===== src/lqm_pkg.sv =====
package lqm_pkg;

    // Fixed field widths of the request and result items
    localparam int OP_W         = 2;
    localparam int LIST_FIELD_W = 4;
    localparam int SLOT_FIELD_W = 6;
    localparam int IN_TDATA_W   = 16;
    localparam int OUT_TDATA_W  = 16;

    // Request operations
    typedef enum logic [OP_W-1:0] {
        OP_APPEND = 2'd0,
        OP_POP    = 2'd1,
        OP_REMOVE = 2'd2,
        OP_QUERY  = 2'd3
    } op_t;

    // Sequencer states, one-hot
    typedef enum logic [6:0] {
        ST_CLEAR     = 7'b0000001,
        ST_IDLE      = 7'b0000010,
        ST_LOOK      = 7'b0000100,
        ST_POP       = 7'b0001000,
        ST_LINK_NEXT = 7'b0010000,
        ST_LINK_PREV = 7'b0100000,
        ST_DONE      = 7'b1000000
    } state_t;

    // Field write enables of one link memory row
    typedef struct packed {
        logic member;
        logic next;
        logic prev;
    } link_wen_t;

endpackage


===== src/lqm_head_tail.sv =====
module lqm_head_tail #(
    parameter int ADDR_W    = 4,
    parameter int NUM_LISTS = 16,
    parameter int LINK_W    = 7,
    parameter int NONE_VAL  = 64
) (
    input  logic              clk,
    input  logic              rst_n,
    input  logic              re,
    input  logic [ADDR_W-1:0] raddr,
    output logic [LINK_W-1:0] rd_head,
    output logic [LINK_W-1:0] rd_tail,
    input  logic              we,
    input  logic [ADDR_W-1:0] waddr,
    input  logic [LINK_W-1:0] wd_head,
    input  logic [LINK_W-1:0] wd_tail
);
    import lqm_pkg::*;

    localparam logic [LINK_W-1:0] NONE = LINK_W'(NONE_VAL);

    // Row layout: {head, tail}
    logic [2*LINK_W-1:0] mem [NUM_LISTS];
    logic [2*LINK_W-1:0] rd_reg;
    logic [NUM_LISTS-1:0] vld_reg;
    logic                 rd_vld_reg;

    // Mark a list written; reset makes every list empty at once
    always_ff @(posedge clk or negedge rst_n)
    begin
        if (!rst_n)
        begin
            vld_reg    <= '0;
            rd_vld_reg <= 1'b0;
        end
        else
        begin
            if (we)
            begin
                vld_reg[waddr] <= 1'b1;
            end
            if (re)
            begin
                rd_vld_reg <= vld_reg[raddr];
            end
        end
    end

    // Storage with registered read
    always_ff @(posedge clk)
    begin
        if (we)
        begin
            mem[waddr] <= {wd_head, wd_tail};
        end
        if (re)
        begin
            rd_reg <= mem[raddr];
        end
    end

    // An unwritten list reads as empty
    assign rd_head = rd_vld_reg ? rd_reg[2*LINK_W-1:LINK_W] : NONE;
    assign rd_tail = rd_vld_reg ? rd_reg[LINK_W-1:0] : NONE;

endmodule


===== config.mk =====
export PLATFORM = sky130hd
export DESIGN_NAME = lqm_head_tail
export DESIGN_NICKNAME = d
export VERILOG_FILES = /design/src/lqm_pkg.sv /design/src/lqm_head_tail.sv
export SDC_FILE = /design/constraint.sdc
export NUM_CORES = 1
export LEC_CHECK = 0
export BUFFER_PORTS_ARGS = -buffer_cell sky130_fd_sc_hd__clkbuf_2
export CORE_ASPECT_RATIO = 0.7
export CORE_MARGIN = 2
export CORE_UTILIZATION = 30
export DETAILED_ROUTE_END_ITERATION = 10
export PLACE_DENSITY = 0.45
export SLEW_MARGIN = 30
export SYNTH_ARGS = -nofsm -noshare
export SYNTH_HDL_FRONTEND = slang
export SYNTH_SLANG_ARGS = --single-unit

===== constraint.sdc =====
create_clock -name clk -period 4 [get_ports clk]
set_input_delay 0.8 -clock clk [delete_from_list [all_inputs] [get_ports clk]]
set_output_delay 0.8 -clock clk [all_outputs]
set_load 0.02 [all_outputs]

After elaboration in Yosys (flattened, before gate mapping)
Memory sizes are Yosys's and may differ from the RTL's. A register that Yosys moved wholly into a read port is not among the register bits.
Cells that the tools add are included.
{"block": "op_classes", "magnitude_cmp": 3, "muxes": 8, "n_bitwise": 1, "reduce_logical": 1}
{"op": "$or 16x16->16", "n": 1}
{"op": "$mux 7", "n": 2}
{"op": "$lt 4x5->1 const B", "n": 2}
{"op": "$bmux 1 s4", "n": 1}
{"op": "$demux 1 s4", "n": 1}
{"op": "$ge 4x1->1 const B", "n": 1}
{"op": "$mux 1", "n": 4}
{"op": "$logic_and 1x1->1", "n": 1}
{"block": "totals", "regBits": 17, "ram_bits": 224, "out_inout_bits": 14, "word_cells": 16, "n_memories": 1}
{"name": "mem", "depth": 16, "word_bits": 14, "rd": 1, "rd_ports_with_merged_regs": 1, "wr": 1, "line": "lqm_head_tail.sv:23", "source": "logic [2*LINK_W-1:0] mem [NUM_LISTS];"}

Longest topological paths before layout
Gate-level depths: netlist of run 1.
{"block": "logic_depth", "depth_word": 5, "mapped_depth": 6, "depth_no_buf": 4}

Worst setup path before layout of run 1
OpenSTA, ideal clock, no wires.
{"block": "synth_timing", "path_kind": "input port to flip-flop", "from": "input port waddr[2]", "to": "memory mem[0][0] in the netlist's numbering, enable pin", "arrival_time_ns": 2.341, "required_time_ns": 3.596, "setup_slack_ns": 1.255, "path_stages": 2, "n_path_buf": 0, "cell_sequence": "or3b_2 nor3_1"}
{"item": "start: declaration", "line": "lqm_head_tail.sv:14", "source": "input logic [ADDR_W-1:0] waddr,"}
{"item": "end: declaration", "line": "lqm_head_tail.sv:23"}
Straight into the memory's write port.

Final worst setup path of run 1
{"block": "layout_timing", "from": "register rd_vld_reg", "to": "output port rd_tail[5]"}
{"block": "layout_between", "elab_chain_len": 1}
{"item": "start: declaration", "line": "lqm_head_tail.sv:26", "source": "logic rd_vld_reg;"}
{"item": "start signal: assignment", "line": "lqm_head_tail.sv:44", "source": "rd_vld_reg <= vld_reg[raddr];"}
{"item": "$mux 7", "line": "lqm_head_tail.sv:64", "source": "assign rd_tail = rd_vld_reg ? rd_reg[LINK_W-1:0] : NONE;"}
{"item": "end: declaration", "line": "lqm_head_tail.sv:12", "source": "output logic [LINK_W-1:0] rd_tail,"}
Every way passes these cells.

==> results.ini, run 1 <==
[status]
status=complete, no violations

[detailed_routing]
wirelength_mm=21.9
vias=4341
ant_nets=0
initialDrtViolationCount=264
drt-pass1-iter-count=5
wl_per_cell_um=23.9
via_per_inst=4.74
drc=0

[setup_path]
ff2ff_path_depth=2
reg2reg_slack_ps=2350
cpLargestDelayFamily=flip-flops
startpoint_type=register
crit_slowest_cell=dfrtp_1
critPathMaxStageDelay_ps=900
cp_max_fo=15
criticalPathCategory=reg -> out
crit_buf_inv=1
cp_cell_sequence=and2_1, clkbuf_2
worstReg2RegEnd=rd_reg[13]
critPathCaptureType=output pin
cp_data_required_time_ps=3200
worstPathArrival_ps=1900
r2r-start=mem[13][13]

[final_layout]
layout.area.seq_mm2=0.00757
nNetsFinal=498
final_layout_size_suffix_gt1_share_pct=39.3
fill_cells=2959
multi_input_area_mm2=0.00208
area_delta_synth_final_pct=16.0
num_antenna_cells=0
largest_register_ffs=224

[logic_synthesis]
synth_warnings=0
netlist_area_mm2=0.00972
synthTopCellsByArea=edfxtp_1 (74%), mux4_2 (16%), dfrtp_1 (4.4%)
yosysSeqAreaShare_pct=77.9
syn-num-nets=431
yosysUniqueCellTypes=19
yosys.area.top_type=edfxtp_1
ys_ff_latch=255
synth_area_per_cell_um2=24.0
synthCells=405
synth_top_cell_area_share_pct=73.5

[pwr]
max-vdd-ir-drop_mv=0.264
pwr_density_cell_mw_per_mm2=493
power.leakage_nw=3.58

[clock_network]
cts_buffers=25
cts_resized=0
cts.htree.levels=1
cts.sinks=255
cts_setup_buffers=0
clock-root-buffer=clkbuf_16
cts_hold_buffers=0
cts_tree=done
cts_buffer_depth=3
worst_skew_pair.late_latency_ps=510
clk_pin_slew_worst_paths_ps=60

[global_routing]
grt_pass1_wl_mm=31.7
grt_pass1_vias=4628
grt.overflow.total=0
track_usage_pct=13.2
use_met1_pct=18.3
met2_usage_pct=21.6
grt_max_degree=60
grt_use_met3_pct=2.62
grt_antenna_before_repair=1
top_usage_layer=met2

[sta]
worst_slew_pin_slew_ps=860
hold_ws_ps=214
rsz0062_at_grt=false
hold_viol=0
drv_slew=0
skew_ps=6.32
fin_crit_sh_pct=67.4
clock.fmax_mhz=371
timing.final.crit_period_ps=2700
setup_tns_ps=0
setup_viol_count_final=0
slew_headroom_pct=42.7

[floorplan]
die_width_um=219
die_area_mm2=0.0339
row_count=55
coreArea_mm2=0.0321
initial_utilization_pct=30.2
die_height_um=155
boundaryPins=40

[place]
place_congestion=0.681
hpwl_mm=11.8
portBuffers=39

[job]
cap_violations=0

[worst_hold_path]
hp-class=in -> async

-- area by class of cell --
| cell class | count | share of cell area (%) |
|---|---|---|
| Sequential cell | 255 | 67.2 |
| Multi-Input combinational cell | 131 | 18.4 |
| Clock buffer | 35 | 5.97 |
| Tap cell | 427 | 4.74 |
| Timing Repair Buffer | 59 | 3.31 |
| Clock inverter | 8 | 0.355 |
-- synth_stat cells --
cell type,instances
edfxtp_1,238
mux4_2,68
dfrtp_1,17
or2_2,16
and2_1,12
nor2_1,12
clkbuf_1,8
mux4_1,6
buf_2,4
buf_6,4
nand2b_1,4
nor3_1,4
buf_4,3
mux2i_1,3
nand3b_1,2
mux2_2,1
nand2_1,1
nand3_1,1
or3b_2,1
-- report_power, final --
group	switching, mW	internal [mW]
sequential	0.0481	3.01
combinational	0.211	0.176
clock	0.943	1.17
total	1.20	4.36
-- logic make-up (layout without fill, tap and decap cells) --
| group | after synthesis | count (layout) | share of synthesized area (%) |
|---|---|---|---|
| buf+inv | 19 | 102 | 1.21 |
| flops | 255 | 255 | 77.9 |
| mux | 78 | 78 | 17.8 |
| simple gates | 53 | 53 | 3.06 |
-- worst max-delay path by stage --
stage          startpoint    endpoint  slack (ps)  depth (start not counted)
2_1_floorplan    waddr[2]   mem[0][0]        1250                          2
3_3_place_gp     raddr[0]   rd_reg[4]        1000                          4
3_5_place_dp     raddr[0]   rd_reg[2]         990                          4
4_1_cts        rd_vld_reg  rd_tail[5]        1240                          2
6_report       rd_vld_reg  rd_tail[5]        1300                          2
5_1_grt        rd_vld_reg  rd_tail[5]        1200                          2
-- per-stage QoR --
step	cell area [µm²]	setup WS (ps)	std cells	util, %	power (mW)
2_1_floorplan	9720	1250	405	-	3.34
3_3_place_gp	10600	998	872	32.9	3.51
3_5_place_dp	10600	995	872	32.9	3.52
4_1_cts	11300	1240	915	35.1	5.63
5_1_grt	11300	1200	915	35.1	5.77
6_report	11300	1300	915	35.1	5.56
-- per-layer routing --
layer | vias up | part of all wire (%)
met5 | - | 0.059
met4 | 2 | 1.9
met3 | 32 | 3.5
met2 | 78 | 48
met1 | 2390 | 46
li1 | 1839 | -
-- layout by cell type, fill, tap and decap left out, drive strengths merged --
cell,Yosys,final
and2,12,12
buf,11,21
clkbuf,8,73
clkinv,0,7
dfrtp,17,17
edfxtp,238,238
inv,0,1
mux2,1,1
mux2i,3,3
mux4,74,74
nand2,1,1
nand2b,4,4
nand3,1,1
nand3b,2,2
nor2,12,12
nor3,4,4
or2,16,16
or3b,1,1
Note: power is estimated with default switching activity, not from simulation.
==> run 2, diff against run 1 <==
--- a/config.mk
+++ b/config.mk
@@ -5,12 +5,13 @@
 export SDC_FILE = /design/constraint.sdc
 export NUM_CORES = 1
 export LEC_CHECK = 0
+export ABC_AREA = 1
 export BUFFER_PORTS_ARGS = -buffer_cell sky130_fd_sc_hd__clkbuf_2
 export CORE_ASPECT_RATIO = 0.7
 export CORE_MARGIN = 2
 export CORE_UTILIZATION = 30
 export DETAILED_ROUTE_END_ITERATION = 10
-export PLACE_DENSITY = 0.45
+export PLACE_DENSITY = 0.46
 export SLEW_MARGIN = 30
 export SYNTH_ARGS = -nofsm -noshare
 export SYNTH_HDL_FRONTEND = slang
==> constraint.sdc (replaced) <==
create_clock -name clk -period 2.3 [get_ports clk]
set_input_delay 0.46 -clock clk [delete_from_list [all_inputs] [get_ports clk]]
set_output_delay 0.46 -clock clk [all_outputs]
set_load 0.02 [all_outputs]
==> results.ini, run 2 <==
[status]
status=complete, no violations

[detailed_routing]
drc=0  ; unchanged
wirelength_mm=27.0  ; +24%
initialDrtViolationCount=573  ; +120%
vias=6266  ; +44%
drt-pass1-iter-count=4  ; -1
via_per_inst=4.83  ; +1.8%
ant_nets=0  ; unchanged
wl_per_cell_um=20.8  ; -13%

[worst_hold_path]
hold_start=wd_tail[1]
hp-class=in -> reg

[final_layout]
final_layout_size_suffix_gt1_share_pct=16.5  ; -23 points
nNetsFinal=874  ; +76%
fill_cells=3263  ; +10%
largest_register_ffs=224  ; unchanged
final_cell_mix=edfxtp_1 (238), nor2_1 (154), o21ai_0 (71)
area_delta_synth_final_pct=16.7
num_antenna_cells=0  ; unchanged
final_common_cell=edfxtp_1
fin_util_pct=35.5  ; +0.45 points
finalInstanceArea_mm2=0.0119  ; +5.3%
layout.area.seq_mm2=0.00757  ; unchanged
multi_input_area_mm2=0.00229  ; +10%

[logic_synthesis]
synth_common_cells=edfxtp_1 (238), nor2_1 (170), o21ai_0 (71)
synth_area_per_cell_um2=12.8  ; -47%
synthTopCellsByArea=edfxtp_1 (70%), nor2_1 (6.3%), dfrtp_1 (4.2%)
synth_ff_type=edfxtp_1
synthCells=796  ; +97%
yosysUniqueCellTypes=17  ; -2
yosys.area.top_type=edfxtp_1
ys_ff_latch=255  ; unchanged
synth.most_common_cell=edfxtp_1
synth_warnings=0  ; unchanged
netlist_area_mm2=0.0102  ; +4.7%
syn-num-nets=822  ; +91%
async_flop_share_pct=6.67  ; unchanged
yosysSeqAreaShare_pct=74.4  ; -3.5 points
synth_edf_count=238  ; unchanged
synth_top_cell_area_share_pct=70.2  ; -3.3 points

[clock_network]
cts.sinks=255  ; unchanged
cts_setup_buffers=0  ; unchanged
cts_hold_buffers=1  ; +1
clock-root-buffer=clkbuf_16
clk_pin_slew_worst_paths_ps=60  ; about the same
cts_buffer_depth=3  ; unchanged
cts.htree.levels=1  ; unchanged
cts_buffers=25  ; unchanged
cts_resized=0  ; unchanged
cts_tree=done
worst_skew_pair.late_latency_ps=530  ; +20 ps

[global_routing]
grt_max_degree=64  ; +6.7%
grt.overflow.total=0  ; unchanged
grt_antenna_before_repair=0  ; -1
grt_pass1_vias=6028  ; +30%
track_usage_pct=15.5  ; +2.4 points
grt_pass1_wl_mm=40.1  ; +27%

[sta]
rsz0062_at_grt=false
setup_viol_count_final=0  ; unchanged
clock.fmax_mhz=489
hold_viol=0  ; unchanged
fin_crit_sh_pct=88.9
drv_slew=0  ; unchanged
setup_tns_ps=0  ; unchanged
timing.final.crit_period_ps=2040
skew_ps=11.1  ; +4.82 ps
slew_headroom_pct=44.2  ; +1.5 points
hold_ws_ps=336  ; +122 ps
worst_slew_pin_slew_ps=836  ; -23.9 ps

[pwr]
power.internal_mw=7.58  ; +74%
pwr-share-comb_pct=7.4  ; +0.4 points
max-vdd-ir-drop_mv=0.418  ; +58%
power_switching_mw=2.29  ; +90%
p_sw_share_pct=23.2  ; +1.6 points
power_frac_clock_pct=39.0  ; +1.0 points
power.leakage_nw=4.04  ; +13%
pwr_density_cell_mw_per_mm2=831  ; +69%
p_seq_share_pct=53.6  ; -1.4 points

[setup_path]
criticalPathCategory=reg -> out
worstPathArrival_ps=1580  ; -320 ps
reg2reg_slack_ps=1040  ; -1310 ps
r2r-start=mem[5][9]
cp_max_fo=14  ; -1
startpoint_type=register
crit_start=rd_vld_reg
cp_data_required_time_ps=1840  ; -1360 ps
critPathCaptureType=output pin

[floorplan]
die_height_um=158  ; +2.3%
initial_utilization_pct=30.4  ; +0.20 points
coreArea_mm2=0.0334  ; +4.0%
die_width_um=224  ; +2.3%
boundaryPins=40  ; unchanged
die_area_mm2=0.0354  ; +4.6%
row_count=56  ; +1.8%

[place]
portBuffers=39  ; unchanged
hpwl_mm=15.0  ; +27%
placed_area_mm2=0.0111  ; +5.3%
place_congestion=0.719  ; +5.7%

[job]
cap_violations=0  ; unchanged

[run 2: changes by cell type in the layout (fill, tap and decap cells not counted), moves of 6 or more]
cell / delta
o211ai_1: +56
inv_1: +20
or2_1: +16
nor2_1: +154
buf_12: +12
mux4_2: -68
nand3_1: +41
and2_1: -12
o21ai_0: +71
o21ai_1: +41
mux4_1: -6
nor2_2: +20
or2_2: -16
nand2_1: +57
[run 2: final timing paths]
kind                       cells after the start     endpoint
max                                            4   rd_head[3]
min                                            1   mem[13][1]
max reg2reg                                    6    rd_reg[9]
min reg2reg                                    1   vld_reg[9]
max in group asynchronous                      2  vld_reg[10]
min in group asynchronous                      2  vld_reg[15]
[run 2: kinds of logic after synthesis]
group           Yosys count  synth area share (%)
simple gates            302                  12.4
compound gates          168                  9.64
flops                   255                  74.4
buf+inv                  71                  3.48
[run 2: layout make-up]
class	count	area share, %
Sequential cell	255	63.8
Multi-Input combinational cell	470	19.3
Clock buffer	33	5.86
Timing Repair Buffer	74	5.40
Tap cell	435	4.58
Inverter	22	0.717
Clock inverter	9	0.400
[run 2: worst max-delay path: stages, from the launching register on]
cell and delay [ps]:
dfrtp_1 350, buf_4 270, nand2_1 170, inv_1 80
clkbuf_2 170
[run 2: layer usage]
layer	wire [µm]	vias to the layer above	GRT usage (%)
met5	0	-	0
met4	445	0	2.98
li1	-	2951	-
met1	14000	3147	24.2
met3	1200	35	2.39
met2	11300	133	22.7
[run 2: per-stage QoR]
stage               instances  setup slack, ps  power (mW)
finish                   1298              256        9.87
global route             1298              164        10.2
CTS                      1298              177        9.98
detailed placement       1255              488        6.13
global placement         1255              494        6.13
floorplan                 796              618        5.80
[run 2: power groups by stage]
stage | registers [mW] | clock network [mW] | logic (mW)
after floorplan | 5.37 | 0 | 0.426
after global placement | 5.38 | 0 | 0.745
after detailed placement | 5.38 | 0 | 0.749
after CTS | 5.29 | 3.94 | 0.753
after global routing | 5.30 | 4.11 | 0.828
final | 5.29 | 3.85 | 0.735
