**src/lqm_pkg.sv**
```systemverilog
package lqm_pkg;

    // Fixed field widths of the request and result items
    localparam int OP_W         = 2;
    localparam int LIST_FIELD_W = 4;
    localparam int SLOT_FIELD_W = 6;
    localparam int IN_TDATA_W   = 16;
    localparam int OUT_TDATA_W  = 16;

    // Request operations
    typedef enum logic [OP_W-1:0] {
        OP_APPEND = 2'd0,
        OP_POP    = 2'd1,
        OP_REMOVE = 2'd2,
        OP_QUERY  = 2'd3
    } op_t;

    // Sequencer states, one-hot
    typedef enum logic [6:0] {
        ST_CLEAR     = 7'b0000001,
        ST_IDLE      = 7'b0000010,
        ST_LOOK      = 7'b0000100,
        ST_POP       = 7'b0001000,
        ST_LINK_NEXT = 7'b0010000,
        ST_LINK_PREV = 7'b0100000,
        ST_DONE      = 7'b1000000
    } state_t;

    // Field write enables of one link memory row
    typedef struct packed {
        logic member;
        logic next;
        logic prev;
    } link_wen_t;

endpackage

```
**src/lqm_ctrl.sv**
```systemverilog
module lqm_ctrl #(
    parameter int NUM_SLOTS = 64,
    parameter int NUM_LISTS = 16,
    parameter int SLOT_AW   = $clog2(NUM_SLOTS),
    parameter int LIST_AW   = (NUM_LISTS > 1) ? $clog2(NUM_LISTS) : 1,
    parameter int LINK_W    = $clog2(NUM_SLOTS + 1),
    parameter int LINK_AW   = LIST_AW + SLOT_AW
) (
    input  logic                              clk,
    input  logic                              rst_n,
    // request side
    input  logic                              in_valid,
    output logic                              in_ready,
    input  lqm_pkg::op_t                      in_op,
    input  logic [lqm_pkg::LIST_FIELD_W-1:0]  in_list,
    input  logic [lqm_pkg::SLOT_FIELD_W-1:0]  in_slot,
    // result side
    output logic                              out_valid,
    input  logic                              out_ready,
    output logic                              out_done,
    output logic [lqm_pkg::SLOT_FIELD_W-1:0]  out_popped,
    output logic                              out_already,
    output logic                              out_empty,
    // link memory
    output logic                              lk_re,
    output logic [LINK_AW-1:0]                lk_raddr,
    input  logic                              lk_rd_member,
    input  logic [LINK_W-1:0]                 lk_rd_next,
    input  logic [LINK_W-1:0]                 lk_rd_prev,
    output lqm_pkg::link_wen_t                lk_wen,
    output logic [LINK_AW-1:0]                lk_waddr,
    output logic                              lk_wd_member,
    output logic [LINK_W-1:0]                 lk_wd_next,
    output logic [LINK_W-1:0]                 lk_wd_prev,
    // head/tail table
    output logic                              ht_re,
    output logic [LIST_AW-1:0]                ht_raddr,
    input  logic [LINK_W-1:0]                 ht_rd_head,
    input  logic [LINK_W-1:0]                 ht_rd_tail,
    output logic                              ht_we,
    output logic [LINK_W-1:0]                 ht_wd_head,
    output logic [LINK_W-1:0]                 ht_wd_tail
);
    import lqm_pkg::*;

    localparam int                 LINK_DEPTH = NUM_LISTS * (2 ** SLOT_AW);
    localparam logic [LINK_AW-1:0] CLR_LAST   = LINK_AW'(LINK_DEPTH - 1);
    localparam logic [LINK_W-1:0]  NONE       = LINK_W'(NUM_SLOTS);

    function automatic logic is_slot(input logic [LINK_W-1:0] v);
        return v < NONE;
    endfunction

    function automatic logic [LINK_W-1:0] clamp(input logic [LINK_W-1:0] v);
        return is_slot(v) ? v : NONE;
    endfunction

    state_t               state_reg, state_next;
    logic [LINK_AW-1:0]   clr_cnt_reg, clr_cnt_next;
    op_t                  op_reg, op_next;
    logic [LIST_AW-1:0]   list_reg, list_next;
    logic [SLOT_AW-1:0]   slot_reg, slot_next;
    logic                 list_ok_reg, list_ok_next;
    logic                 slot_ok_reg, slot_ok_next;
    logic [SLOT_AW-1:0]   nxt_addr_reg, nxt_addr_next;
    logic [LINK_W-1:0]    nxt_val_reg, nxt_val_next;
    logic [SLOT_AW-1:0]   prv_addr_reg, prv_addr_next;
    logic [LINK_W-1:0]    prv_val_reg, prv_val_next;
    logic                 prv_pend_reg, prv_pend_next;
    logic                 res_done_reg, res_done_next;
    logic [SLOT_FIELD_W-1:0] res_popped_reg, res_popped_next;
    logic                 res_already_reg, res_already_next;
    logic                 res_empty_reg, res_empty_next;
    logic                 out_valid_reg, out_valid_next;
    logic                 out_done_reg;
    logic [SLOT_FIELD_W-1:0] out_popped_reg;
    logic                 out_already_reg;
    logic                 out_empty_reg;

    logic                 finish;
    logic                 out_free;
    logic                 out_load;
    logic [LIST_AW-1:0]   in_list_idx;
    logic [SLOT_AW-1:0]   in_slot_idx;
    logic                 in_list_ok;
    logic                 in_slot_ok;
    logic [LINK_W-1:0]    slot_link;
    logic [LINK_W-1:0]    rm_prev;
    logic [LINK_W-1:0]    rm_next;
    logic [LINK_W-1:0]    pop_next;

    // Decode the incoming request
    assign in_list_idx = LIST_AW'(in_list);
    assign in_slot_idx = SLOT_AW'(in_slot);
    assign in_list_ok  = int'(in_list) < NUM_LISTS;
    assign in_slot_ok  = int'(in_slot) < NUM_SLOTS;
    assign slot_link   = LINK_W'(slot_reg);
    assign rm_prev     = clamp(lk_rd_prev);
    assign rm_next     = clamp(lk_rd_next);
    assign pop_next    = clamp(lk_rd_next);

    // Result register frees when empty or taken this cycle
    assign out_free = !out_valid_reg || out_ready;
    assign out_load = finish && out_free;

    // Sequence reads, link updates and result handoff
    always_comb
    begin
        state_next       = state_reg;
        clr_cnt_next     = clr_cnt_reg;
        op_next          = op_reg;
        list_next        = list_reg;
        slot_next        = slot_reg;
        list_ok_next     = list_ok_reg;
        slot_ok_next     = slot_ok_reg;
        nxt_addr_next    = nxt_addr_reg;
        nxt_val_next     = nxt_val_reg;
        prv_addr_next    = prv_addr_reg;
        prv_val_next     = prv_val_reg;
        prv_pend_next    = prv_pend_reg;
        res_done_next    = res_done_reg;
        res_popped_next  = res_popped_reg;
        res_already_next = res_already_reg;
        res_empty_next   = res_empty_reg;
        in_ready         = 1'b0;
        lk_re            = 1'b0;
        lk_raddr         = {in_list_idx, in_slot_idx};
        lk_wen           = '0;
        lk_waddr         = {list_reg, slot_reg};
        lk_wd_member     = 1'b0;
        lk_wd_next       = NONE;
        lk_wd_prev       = NONE;
        ht_re            = 1'b0;
        ht_raddr         = in_list_idx;
        ht_we            = 1'b0;
        ht_wd_head       = ht_rd_head;
        ht_wd_tail       = ht_rd_tail;
        finish           = 1'b0;

        unique case (state_reg)
            ST_CLEAR:
            begin
                // Sweep every link row, dropping membership
                lk_wen.member = 1'b1;
                lk_waddr      = clr_cnt_reg;
                if (clr_cnt_reg == CLR_LAST)
                begin
                    state_next = ST_IDLE;
                end
                else
                begin
                    clr_cnt_next = clr_cnt_reg + 1'b1;
                end
            end

            ST_IDLE:
            begin
                in_ready = 1'b1;
                if (in_valid)
                begin
                    op_next      = in_op;
                    list_next    = in_list_idx;
                    slot_next    = in_slot_idx;
                    list_ok_next = in_list_ok;
                    slot_ok_next = in_slot_ok;
                    ht_re        = in_list_ok;
                    lk_re        = in_list_ok && in_slot_ok;
                    state_next   = ST_LOOK;
                end
            end

            ST_LOOK:
            begin
                res_done_next    = 1'b0;
                res_popped_next  = '0;
                res_already_next = 1'b0;
                res_empty_next   = !is_slot(ht_rd_head);
                prv_pend_next    = 1'b0;
                if (!list_ok_reg)
                begin
                    res_empty_next = 1'b1;
                    finish         = 1'b1;
                end
                else
                begin
                    unique case (op_reg)
                        OP_APPEND:
                        begin
                            if (!slot_ok_reg)
                            begin
                                finish = 1'b1;
                            end
                            else if (lk_rd_member)
                            begin
                                res_already_next = 1'b1;
                                finish           = 1'b1;
                            end
                            else
                            begin
                                // New tail row, then hook the old tail to it
                                lk_wen       = '{member: 1'b1, next: 1'b1, prev: 1'b1};
                                lk_wd_member = 1'b1;
                                lk_wd_next   = NONE;
                                lk_wd_prev   = ht_rd_tail;
                                ht_we        = 1'b1;
                                ht_wd_tail   = slot_link;
                                if (!is_slot(ht_rd_tail))
                                begin
                                    ht_wd_head = slot_link;
                                end
                                res_done_next  = 1'b1;
                                res_empty_next = 1'b0;
                                if (is_slot(ht_rd_tail))
                                begin
                                    nxt_addr_next = ht_rd_tail[SLOT_AW-1:0];
                                    nxt_val_next  = slot_link;
                                    state_next    = ST_LINK_NEXT;
                                end
                                else
                                begin
                                    finish = 1'b1;
                                end
                            end
                        end

                        OP_POP:
                        begin
                            if (!is_slot(ht_rd_head))
                            begin
                                finish = 1'b1;
                            end
                            else
                            begin
                                lk_re      = 1'b1;
                                lk_raddr   = {list_reg, ht_rd_head[SLOT_AW-1:0]};
                                state_next = ST_POP;
                            end
                        end

                        OP_REMOVE:
                        begin
                            if (!slot_ok_reg || !lk_rd_member)
                            begin
                                finish = 1'b1;
                            end
                            else
                            begin
                                // Unlink: fix head/tail now, neighbors after
                                lk_wen.member = 1'b1;
                                lk_wd_member  = 1'b0;
                                ht_we         = 1'b1;
                                if (!is_slot(rm_prev))
                                begin
                                    ht_wd_head = rm_next;
                                end
                                if (!is_slot(rm_next))
                                begin
                                    ht_wd_tail = rm_prev;
                                end
                                res_done_next  = 1'b1;
                                res_empty_next = !is_slot(ht_wd_head);
                                nxt_addr_next  = rm_prev[SLOT_AW-1:0];
                                nxt_val_next   = rm_next;
                                prv_addr_next  = rm_next[SLOT_AW-1:0];
                                prv_val_next   = rm_prev;
                                prv_pend_next  = is_slot(rm_next);
                                if (is_slot(rm_prev))
                                begin
                                    state_next = ST_LINK_NEXT;
                                end
                                else if (is_slot(rm_next))
                                begin
                                    state_next = ST_LINK_PREV;
                                end
                                else
                                begin
                                    finish = 1'b1;
                                end
                            end
                        end

                        default:
                        begin
                            finish = 1'b1;
                        end
                    endcase
                end
            end

            ST_POP:
            begin
                // Head row is in the read register; advance the head
                lk_wen.member   = 1'b1;
                lk_waddr        = {list_reg, ht_rd_head[SLOT_AW-1:0]};
                lk_wd_member    = 1'b0;
                ht_we           = 1'b1;
                ht_wd_head      = pop_next;
                if (!is_slot(pop_next))
                begin
                    ht_wd_tail = NONE;
                end
                res_done_next   = 1'b1;
                res_popped_next = SLOT_FIELD_W'(ht_rd_head);
                res_empty_next  = !is_slot(pop_next);
                if (is_slot(pop_next))
                begin
                    prv_addr_next = pop_next[SLOT_AW-1:0];
                    prv_val_next  = NONE;
                    prv_pend_next = 1'b1;
                    state_next    = ST_LINK_PREV;
                end
                else
                begin
                    finish = 1'b1;
                end
            end

            ST_LINK_NEXT:
            begin
                lk_wen.next = 1'b1;
                lk_waddr    = {list_reg, nxt_addr_reg};
                lk_wd_next  = nxt_val_reg;
                if (prv_pend_reg)
                begin
                    state_next = ST_LINK_PREV;
                end
                else
                begin
                    finish = 1'b1;
                end
            end

            ST_LINK_PREV:
            begin
                lk_wen.prev = 1'b1;
                lk_waddr    = {list_reg, prv_addr_reg};
                lk_wd_prev  = prv_val_reg;
                finish      = 1'b1;
            end

            ST_DONE:
            begin
                finish = 1'b1;
            end

            default:
            begin
                state_next = ST_IDLE;
            end
        endcase

        // Hand the result over, or hold it until the output frees
        if (finish)
        begin
            state_next = out_free ? ST_IDLE : ST_DONE;
        end
    end

    // Output register: drop on take, load on finish
    always_comb
    begin
        out_valid_next = out_valid_reg && !out_ready;
        if (out_load)
        begin
            out_valid_next = 1'b1;
        end
    end

    // Control state
    always_ff @(posedge clk or negedge rst_n)
    begin
        if (!rst_n)
        begin
            state_reg     <= ST_CLEAR;
            clr_cnt_reg   <= '0;
            out_valid_reg <= 1'b0;
        end
        else
        begin
            state_reg     <= state_next;
            clr_cnt_reg   <= clr_cnt_next;
            out_valid_reg <= out_valid_next;
        end
    end

    // Request and result payload
    always_ff @(posedge clk)
    begin
        op_reg          <= op_next;
        list_reg        <= list_next;
        slot_reg        <= slot_next;
        list_ok_reg     <= list_ok_next;
        slot_ok_reg     <= slot_ok_next;
        nxt_addr_reg    <= nxt_addr_next;
        nxt_val_reg     <= nxt_val_next;
        prv_addr_reg    <= prv_addr_next;
        prv_val_reg     <= prv_val_next;
        prv_pend_reg    <= prv_pend_next;
        res_done_reg    <= res_done_next;
        res_popped_reg  <= res_popped_next;
        res_already_reg <= res_already_next;
        res_empty_reg   <= res_empty_next;
        if (out_load)
        begin
            out_done_reg    <= res_done_next;
            out_popped_reg  <= res_popped_next;
            out_already_reg <= res_already_next;
            out_empty_reg   <= res_empty_next;
        end
    end

    assign out_valid   = out_valid_reg;
    assign out_done    = out_done_reg;
    assign out_popped  = out_popped_reg;
    assign out_already = out_already_reg;
    assign out_empty   = out_empty_reg;

endmodule

```
**config.mk**
```make
export PLATFORM = sky130hd
export DESIGN_NAME = lqm_ctrl
export DESIGN_NICKNAME = d
export VERILOG_FILES = /design/src/lqm_pkg.sv /design/src/lqm_ctrl.sv
export SDC_FILE = /design/constraint.sdc
export NUM_CORES = 1
export LEC_CHECK = 0
export BUFFER_PORTS_ARGS = -buffer_cell sky130_fd_sc_hd__buf_2
export CELL_PAD_IN_SITES_DETAIL_PLACEMENT = 0
export CELL_PAD_IN_SITES_GLOBAL_PLACEMENT = 1
export CORE_MARGIN = 2
export CORE_UTILIZATION = 37
export CTS_CLUSTER_DIAMETER = 100
export DETAILED_ROUTE_END_ITERATION = 8
export MAX_ROUTING_LAYER = met4
export PLACE_DENSITY = 0.73
export SYNTH_ARGS = -nofsm -noshare
export SYNTH_HDL_FRONTEND = slang
export SYNTH_SLANG_ARGS = --single-unit
```
**constraint.sdc**
```tcl
create_clock -name clk -period 2.85 [get_ports clk]
set_input_delay 0 -clock clk [delete_from_list [all_inputs] [get_ports clk]]
set_output_delay 0 -clock clk [all_outputs]
set_load 0.005 [all_outputs]
```
# Yosys cells after proc, flatten, opt, wreduce, memory -nomap -nowiden
# Cells that the tools add are included.
# totals
reg_bits	75
in_bits	45
# op_classes
n_addsub	1
magnitude_cmp	7
n_eq_ne	25
muxes	94
n_bitwise	1
n_reduce_logical	20
# ops
op	n
7-bit two-way mux	33
7-bit case mux with 2 select lines	7
7-bit < comparator (second input constant)	7
7-bit case mux with 6 select lines	1
10-bit case mux with 4 select lines	1
6-bit two-way mux	6
6-bit case mux with 2 select lines	3
10-bit two-way mux	3
1-bit two-way mux	24
1-bit case mux with 2 select lines	11
7-bit case mux with 3 select lines	1
4-bit inequality test (second input constant)	4
10-bit by 1-bit adder with 10-bit output (second input constant)	1
10-bit equality test (second input constant)	1
2-bit inequality test (second input constant)	5
3-bit inequality test (second input constant)	3
9-bit AND reduction	1
7-bit by 1-bit equality test with 1-bit output (second input constant)	1
7-bit by 2-bit equality test with 1-bit output (second input constant)	1
7-bit by 3-bit equality test with 1-bit output (second input constant)	1
7-bit by 4-bit equality test with 1-bit output (second input constant)	1
7-bit by 5-bit equality test with 1-bit output (second input constant)	1
7-bit by 6-bit equality test with 1-bit output (second input constant)	1
7-bit equality test (second input constant)	1
18 further kinds	29

# Longest topological paths before layout
# Gate-level depths: netlist of the first run.
# depth
depth_word	12
mapped_depth	9
mapped_depth_nobuf	7

# Worst setup path before layout of the first run
# No wires, ideal clock.
# synth_path
path_type	register to register
startpoint	register state_reg[1]
endpoint	register prv_addr_reg[0] (enable)
setup_ns	0.388
t_arrival_ns	2.403
required_time_ns	2.462
slack_ns	0.059
stages_incl_launch_ff	7
n_path_buf	3
synth_period_minus_slack_ns	2.791
path_cell_list	dfrtp_1 > buf_6 > or4b_4 > or2_1 > clkbuf_1 > clkbuf_1 > o22ai_1
# synth_between
elab_chain_cells	3
word_cells_on_any_way	7
cone_classes	eq/ne: 5; reduce/logical: 2
# synth_rtl
element	line_no	rtl
from (decl)	lqm_ctrl.sv:58	state_t state_reg, state_next;
from (signal assigned)	lqm_ctrl.sv:380	state_reg <= state_next;
7-bit by 3-bit equality test with 1-bit output or 7-bit by 4-bit equality test with 1-bit output (tied branches)	lqm_ctrl.sv:140	unique case (state_reg)
2-bit by 1-bit inequality test with 1-bit output (no source line), or another cell as far along	-	
4-bit AND reduction (no source line) *	-	
to (signal assigned)	lqm_ctrl.sv:396	prv_addr_reg <= prv_addr_next;
to (decl)	lqm_ctrl.sv:67	logic [SLOT_AW-1:0] prv_addr_reg, prv_addr_next;
# Mark *: on every way between the ends. The rest lies on a longest branch, timed or not.
# A chain may end at the register's enable or synchronous reset.

# Final worst setup path of the first run
# layout_path
startpoint	register state_reg[1]
endpoint	output port ht_wd_tail[6]
# layout_between
elab_chain_cells	2
word_cells_on_any_way	3
cone_classes	eq/ne: 2; mux: 1
# layout_rtl
element	line_no	rtl
7-bit by 4-bit equality test with 1-bit output or 7-bit by 3-bit equality test with 1-bit output (tied branches)	lqm_ctrl.sv:140	
7-bit case mux with 2 select lines *	lqm_ctrl.sv:140	
to (decl)	lqm_ctrl.sv:42	output logic [LINK_W-1:0] ht_wd_tail
# Marked as above.

==> metrics.cfg, run 1 <==
[routing]
drc = 3
firstDrtPassIters = 7
antenna_left = 0
wirelength_um = 14050
avgRoutedWirePerCell_um = 19.73
drt_iter0_drc = 315
vias_per_cell = 5.534
via_count = 3940

[logic_synthesis]
syn_avg_cell_area_um2 = 9.993
synthArstFlopShare = 0.2400
ys_seq_elements = 75
synth_ff_type = edfxtp_1
synthesis.nets = 490
syn_inst = 440
synth_cell_type_count = 54
syn_area_mm2 = 0.004397
synth_edf_count = 48
yosysWarnings = 0
synth_seq_area_share = 0.4715

[finish]
num_antenna_cells = 0
multiInputGateArea_mm2 = 0.002122
area_growth_pct = 25.95
largest_register_ffs = 10
nFillCells = 1077
sequential_cell_area_mm2 = 0.002073
drive_above_1_share = 0.3269
nets = 614
final_cells = 712

[floorplan]
ios = 115
die_width_um = 113.0
coreArea_mm2 = 0.01152
initial_core_util = 0.3818
die_y_um = 113.0
dieArea_mm2 = 0.01277
rows = 39

[place]
io_buffers = 114
gp_congestion = 0.9021
placedCellCount = 682
hpwl_um = 10330
pre_cts_ws_ps = 422.8

[worst_hold_path]
hp-class = in2reg

[timing]
period_share = 0.9272
fin_worst_hold_slack_ps = 5.028
hold_viol = 0
worst_slack_ps = 207.4
setup_viol = 0
maxSlewViolCount = 0
fin_tns_setup_ps = 0
rsz0062_at_grt = no
tightestPinTransition_ps = 577.6
min_period_ps = 2643
clock_skew_ps = 9.292
clock.fmax_mhz = 378.4
maxSlewHeadroom = 0.6149

[worst_setup_path]
r2r_cells = 5
worst-setup-path-type = reg2out
r2r_start = state_reg[6]
cp_max_fo = 30
crit_start = state_reg[1]
reg2reg_slack_ps = 420
worstPathArrival_ps = 2640
r2r-end = slot_reg[2]
cp-start-kind = register
cp_data_required_time_ps = 2850
crit_end = ht_wd_tail[6]
end_kind = output pin

[cts]
worstSkewPairLatency_ps = 340
clk_pin_slew_ps = 60
cts_tree = yes
clock-sinks = 75
cts_buffer_depth = 2
cts_inserted_buffers = 9
htree_levels = 3
cts-root-buf = clkbuf_16

[global_route]
overflow = 0
grt_start_max_net_pins = 31
grt_pass1_vias = 3749
grt_antenna_before_repair = 0
grt.total_usage = 0.2277
grt_pass1_wl_um = 21490

[power]
peakVddDrop_mv = 0.3404
p_leak_nw = 2.437
powerDensity_mw_per_mm2 = 639.2
fin_total_pwr_mw = 3.540

[job]
cap_violations = 0

[outcome]
failed_checks = DRC
status = complete, but fails checks

[layout make-up]
| class | count | area share |
|---|---|---|
| tap | 143 | 0.03231 |
| clock buffer | 9 | 0.04067 |
| clock inverter | 7 | 0.007908 |
| inverter | 9 | 0.006100 |
| multi-input combinational | 321 | 0.3832 |
| timing repair buffer | 148 | 0.1554 |
| sequential | 75 | 0.3744 |
[cell usage after synthesis, drive strengths merged (5+ instances only)]
cell / n / area share
nand2: 52 / 0.044
edfxtp: 48 / 0.33
o21ai: 45 / 0.051
mux2: 29 / 0.082
nor2: 26 / 0.022
clkbuf: 24 / 0.020
a21oi: 20 / 0.023
a22o: 18 / 0.036
dfrtp: 17 / 0.097
nand3: 15 / 0.017
nor2b: 13 / 0.018
nand2b: 12 / 0.017
and2: 11 / 0.016
buf: 11 / 0.018
dfxtp: 9 / 0.041
inv: 8 / 0.0068
a222oi: 6 / 0.014
and3: 6 / 0.0085
xnor2: 6 / 0.012
a221o: 5 / 0.011
ha: 5 / 0.014
[where the power goes]
part	switching (mW)	total [mW]	internal, mW
sequential	0.104	1.44	1.34
combinational	0.606	1.05	0.445
clock	0.463	1.05	0.586
total	1.17	3.54	2.37
[what timing repair did]
item                       CTS  global route
hold endpoints to repair    30             1
setup endpoints to repair    0             8
hold buffers                13             1
resized for setup            0             1
buffers inserted             0             0
[worst max-delay path, cell delays in order, from the launching register on]
cell and delay, ps:
dfrtp_1 470, or4b_4 620, or2_1 250, buf_4 240, or4_1 540, nand2_1 70
buf_2 110
[layout by cell type (no fill, tap or decap), drive strengths merged, types with 3 or more instances in the layout]
cell / count
dfrtp: 17
a221o: 5
buf: 134
nand2: 52
dfxtp: 9
nand4b: 3
a32oi: 4
clkinv: 6
nand4: 4
a22o: 18
nor3: 3
edfxtp: 48
nor2: 26
a22oi: 3
or2: 3
clkbuf: 9
or3: 3
a21oi: 20
inv: 9
xor2: 3
nand3: 15
mux2: 29
nor4b: 3
xnor2: 6
ha: 5
nor4: 3
dlygate4sd3: 14
nor2b: 13
o211ai: 3
o21ai: 45
and3: 6
a222oi: 6
and2: 11
nand2b: 12
[logic make-up (layout without fill, tap and decap cells)]
kind of cell,count (synthesis),after routing,synth area share
xor gates and xnor gates,9,9,0.01793
buffers and inverters,44,173,0.04582
and+or+nand+nor,162,162,0.1918
muxes,31,31,0.08651
AOI/OAI and AO/OA,114,114,0.1722
adders and majority gates,5,5,0.01423
DFF,75,75,0.4715
[through the flow]
stage	instance area, um2	utilization
floorplan	4397	-
global placement	5129	0.4454
detailed placement	5129	0.4454
CTS	5528	0.4800
global route	5538	0.4809
finish	5538	0.4809
[worst min path at each step]
stage	endpoint	start	cells past startpoint	slack, ps
floorplan	clr_cnt_reg[0]	rst_n	0	-300
global placement	clr_cnt_reg[9]	rst_n	1	-40
detailed placement	clr_cnt_reg[9]	rst_n	1	-40
CTS	res_popped_reg[5]	ht_rd_head[5]	2	3
global route	res_popped_reg[5]	ht_rd_head[5]	2	10
finish	prv_val_reg[4]	lk_rd_prev[4]	3	5
[metal layers]
metal  global-route usage  part of all wire  vias to the layer above
li1                     -                 -                     1870
met4               0.1057             0.030                        0
met1               0.3139              0.45                     1902
met3              0.02946             0.058                       27
met2               0.3349              0.46                      141
met5                    -                 0                        -
(Power assumes the default switching activity.)
==> run 2, diff against run 1 <==
Settings changed: CORE_UTILIZATION 37 to 38, CTS_BUF_LIST set to sky130_fd_sc_hd__clkbuf_2, PLACE_DENSITY 0.73 to 0.75.
==> run 2 against run 1 <==
Against the previous run: the flow now finishes without violations; core utilization up 3.0 points; worst hold slack improved by 130 ps; sequential power is essentially flat; combinational power up 9%; cell count increased by 5.5%; final area grew 5.0%; total power down 10%; non-clock buffer count grew 39; largest power group unchanged.
==> metrics.cfg, run 2 (synthesized netlist as in run 1, its figures left out) <==
[outcome]
status = finished, final reports clean

[worst_setup_path]
r2r_start = state_reg[1]
cp_data_required_time_ps = 2850  ; about the same
worst-setup-path-type = reg2out
cp_max_fo = 11  ; -63%
worstPathArrival_ps = 2760  ; +120 ps
cp-start-kind = register
crit_start = state_reg[1]
end_kind = output pin
reg2reg_slack_ps = 580  ; +160 ps

[routing]
drt_iter0_drc = 280  ; -11%
avgRoutedWirePerCell_um = 18.67  ; -5.4%
met2_length_um = 6713  ; +3.7%
antenna_left = 0  ; unchanged
wirelength_um = 14020  ; -0.17%
drt-met1-wl_um = 6159  ; -2.7%
top_layer = met4
vias_per_cell = 5.473  ; -1.1%
drc = 0  ; -3
wl_met3_um = 765  ; -5.7%
via_count = 4110  ; +4.3%
firstDrtPassIters = 5  ; -2

[power]
p_leak_nw = 2.545  ; +4.4%
powerDensity_mw_per_mm2 = 546.6  ; -14%
peakVddDrop_mv = 0.2937  ; -14%
fin_total_pwr_mw = 3.178  ; -10%

[floorplan]
dieArea_mm2 = 0.01245  ; -2.5%
die_y_um = 111.6  ; -1.3%
die_width_um = 111.6  ; -1.3%
initial_core_util = 0.3867  ; +0.004916
rows = 39  ; unchanged
ios = 115  ; unchanged
coreArea_mm2 = 0.01137  ; -1.3%

[finish]
mostFrequentLayoutCells = 109 x buf_2, 51 x nand2_1, 48 x edfxtp_1
area_growth_pct = 32.21
drive_above_1_share = 0.3289  ; +0.002058
final_common_cell = buf_2
num_antenna_cells = 0  ; unchanged
post-route-util = 0.5113  ; +0.03040
nFillCells = 1043  ; -3.2%
final_cells = 751  ; +5.5%
nets = 653  ; +6.4%
largest_register_ffs = 10  ; unchanged
finalInstanceArea_mm2 = 0.005813  ; +5.0%

[worst_hold_path]
hp-class = in2reg
worstHoldStart = ht_rd_tail[6]

[place]
hpwl_um = 10000  ; -3.2%
dpl-instance-area_mm2 = 0.005151  ; +0.44%
io_buffers = 114  ; unchanged
gp_congestion = 0.9430  ; +4.5%
placedCellCount = 685  ; +0.44%

[global_route]
grt_pass1_vias = 3959  ; +5.6%
grt_pass1_wl_um = 21780  ; +1.3%
grt_start_max_net_pins = 30  ; -3.2%
grt_antenna_before_repair = 0  ; unchanged
overflow = 0  ; unchanged
grt.total_usage = 0.2321  ; +0.004408

[timing]
min_period_ps = 2757  ; +114.3 ps
hold_viol = 0  ; unchanged
maxSlewViolCount = 0  ; unchanged
setup_viol = 0  ; unchanged
period_share = 0.9674  ; +0.04012
clock_skew_ps = 51.57  ; +42.28 ps
rsz0062_at_grt = yes
maxSlewHeadroom = 0.4588  ; -0.1562
tightestPinTransition_ps = 809.2  ; +231.6 ps
clock.fmax_mhz = 362.7  ; -4.1%
fin_worst_hold_slack_ps = 135.9  ; +130.9 ps

[cts]
worstSkewPairLatency_ps = 570  ; +230 ps
clk_pin_slew_ps = 230  ; +170 ps
clock-sinks = 75  ; unchanged
cts_buffer_depth = 2  ; unchanged
cts_tree = yes
htree_levels = 3  ; unchanged
cts_inserted_buffers = 9  ; unchanged
cts-root-buf = clkbuf_2

[job]
cap_violations = 0  ; unchanged

-- run 2: cell types whose count changed in the layout (fill, tap and decap cells not counted), moves of 2 or more --
cell	delta
dlygate4sd3_1	+33
clkbuf_2	+10
clkbuf_16	-9
buf_6	+6
buf_2	-5
buf_4	+5
dfrtp_1	-3
dfrtp_2	+3
clkinv_2	-2
-- run 2: repair_timing --
action                                  in CTS  in global routing
endpoints found under the setup margin      11                 18
endpoints found under the hold margin       71                  0
hold buffers                                47                  0
setup buffers                                3                  0
resized for setup                            3                 11
-- run 2: worst paths after layout --
kind / end / cells after the start
worst max register to register: out_popped[1] / 8
min in group asynchronous: state_reg[0] / 3
max in group asynchronous: state_reg[1] / 4
worst min register to register: res_done_reg / 2
worst min-delay path: state_reg[4] / 5
worst max-delay path: lk_raddr[7] / 5
-- run 2: power breakdown --
part	leakage [nW]	switching [mW]	internal, mW
Combinational	1.72	0.636	0.506
Clock	0.0704	0.412	0.209
Sequential	0.755	0.0779	1.34
-- run 2: layout make-up --
cell class / instances / area (um2) / area share
multi-input combinational: 321 / 2135 / 0.3672
inverter: 9 / 37.54 / 0.006457
sequential: 75 / 2077 / 0.3573
clock inverter: 6 / 63.81 / 0.01098
tap: 143 / 178.9 / 0.03078
timing repair buffer: 187 / 1271 / 0.2187
clock buffer: 10 / 50.05 / 0.008610
-- run 2: worst max-delay path, cell delays in order (launching register included) --
cell and delay (ps):
dfrtp_2 460, or4b_4 590, or2_4 270, or3_4 450
mux2_4 340, buf_6 120
-- run 2: through the flow --
step	TNS, ps	setup slack (ps)
after floorplan	0	59.07
after global placement	0	548.5
after detailed placement	0	502.0
after CTS	0	6.471
after global routing	-27.67	-19.40
final	0	93.02
-- run 2: metal layers --
layer / vias to the layer above / GRT usage
li1: 1954 / -
met1: 1967 / 0.3033
met2: 161 / 0.3715
met3: 28 / 0.03865
met4: 0 / 0.07407
met5: - / -
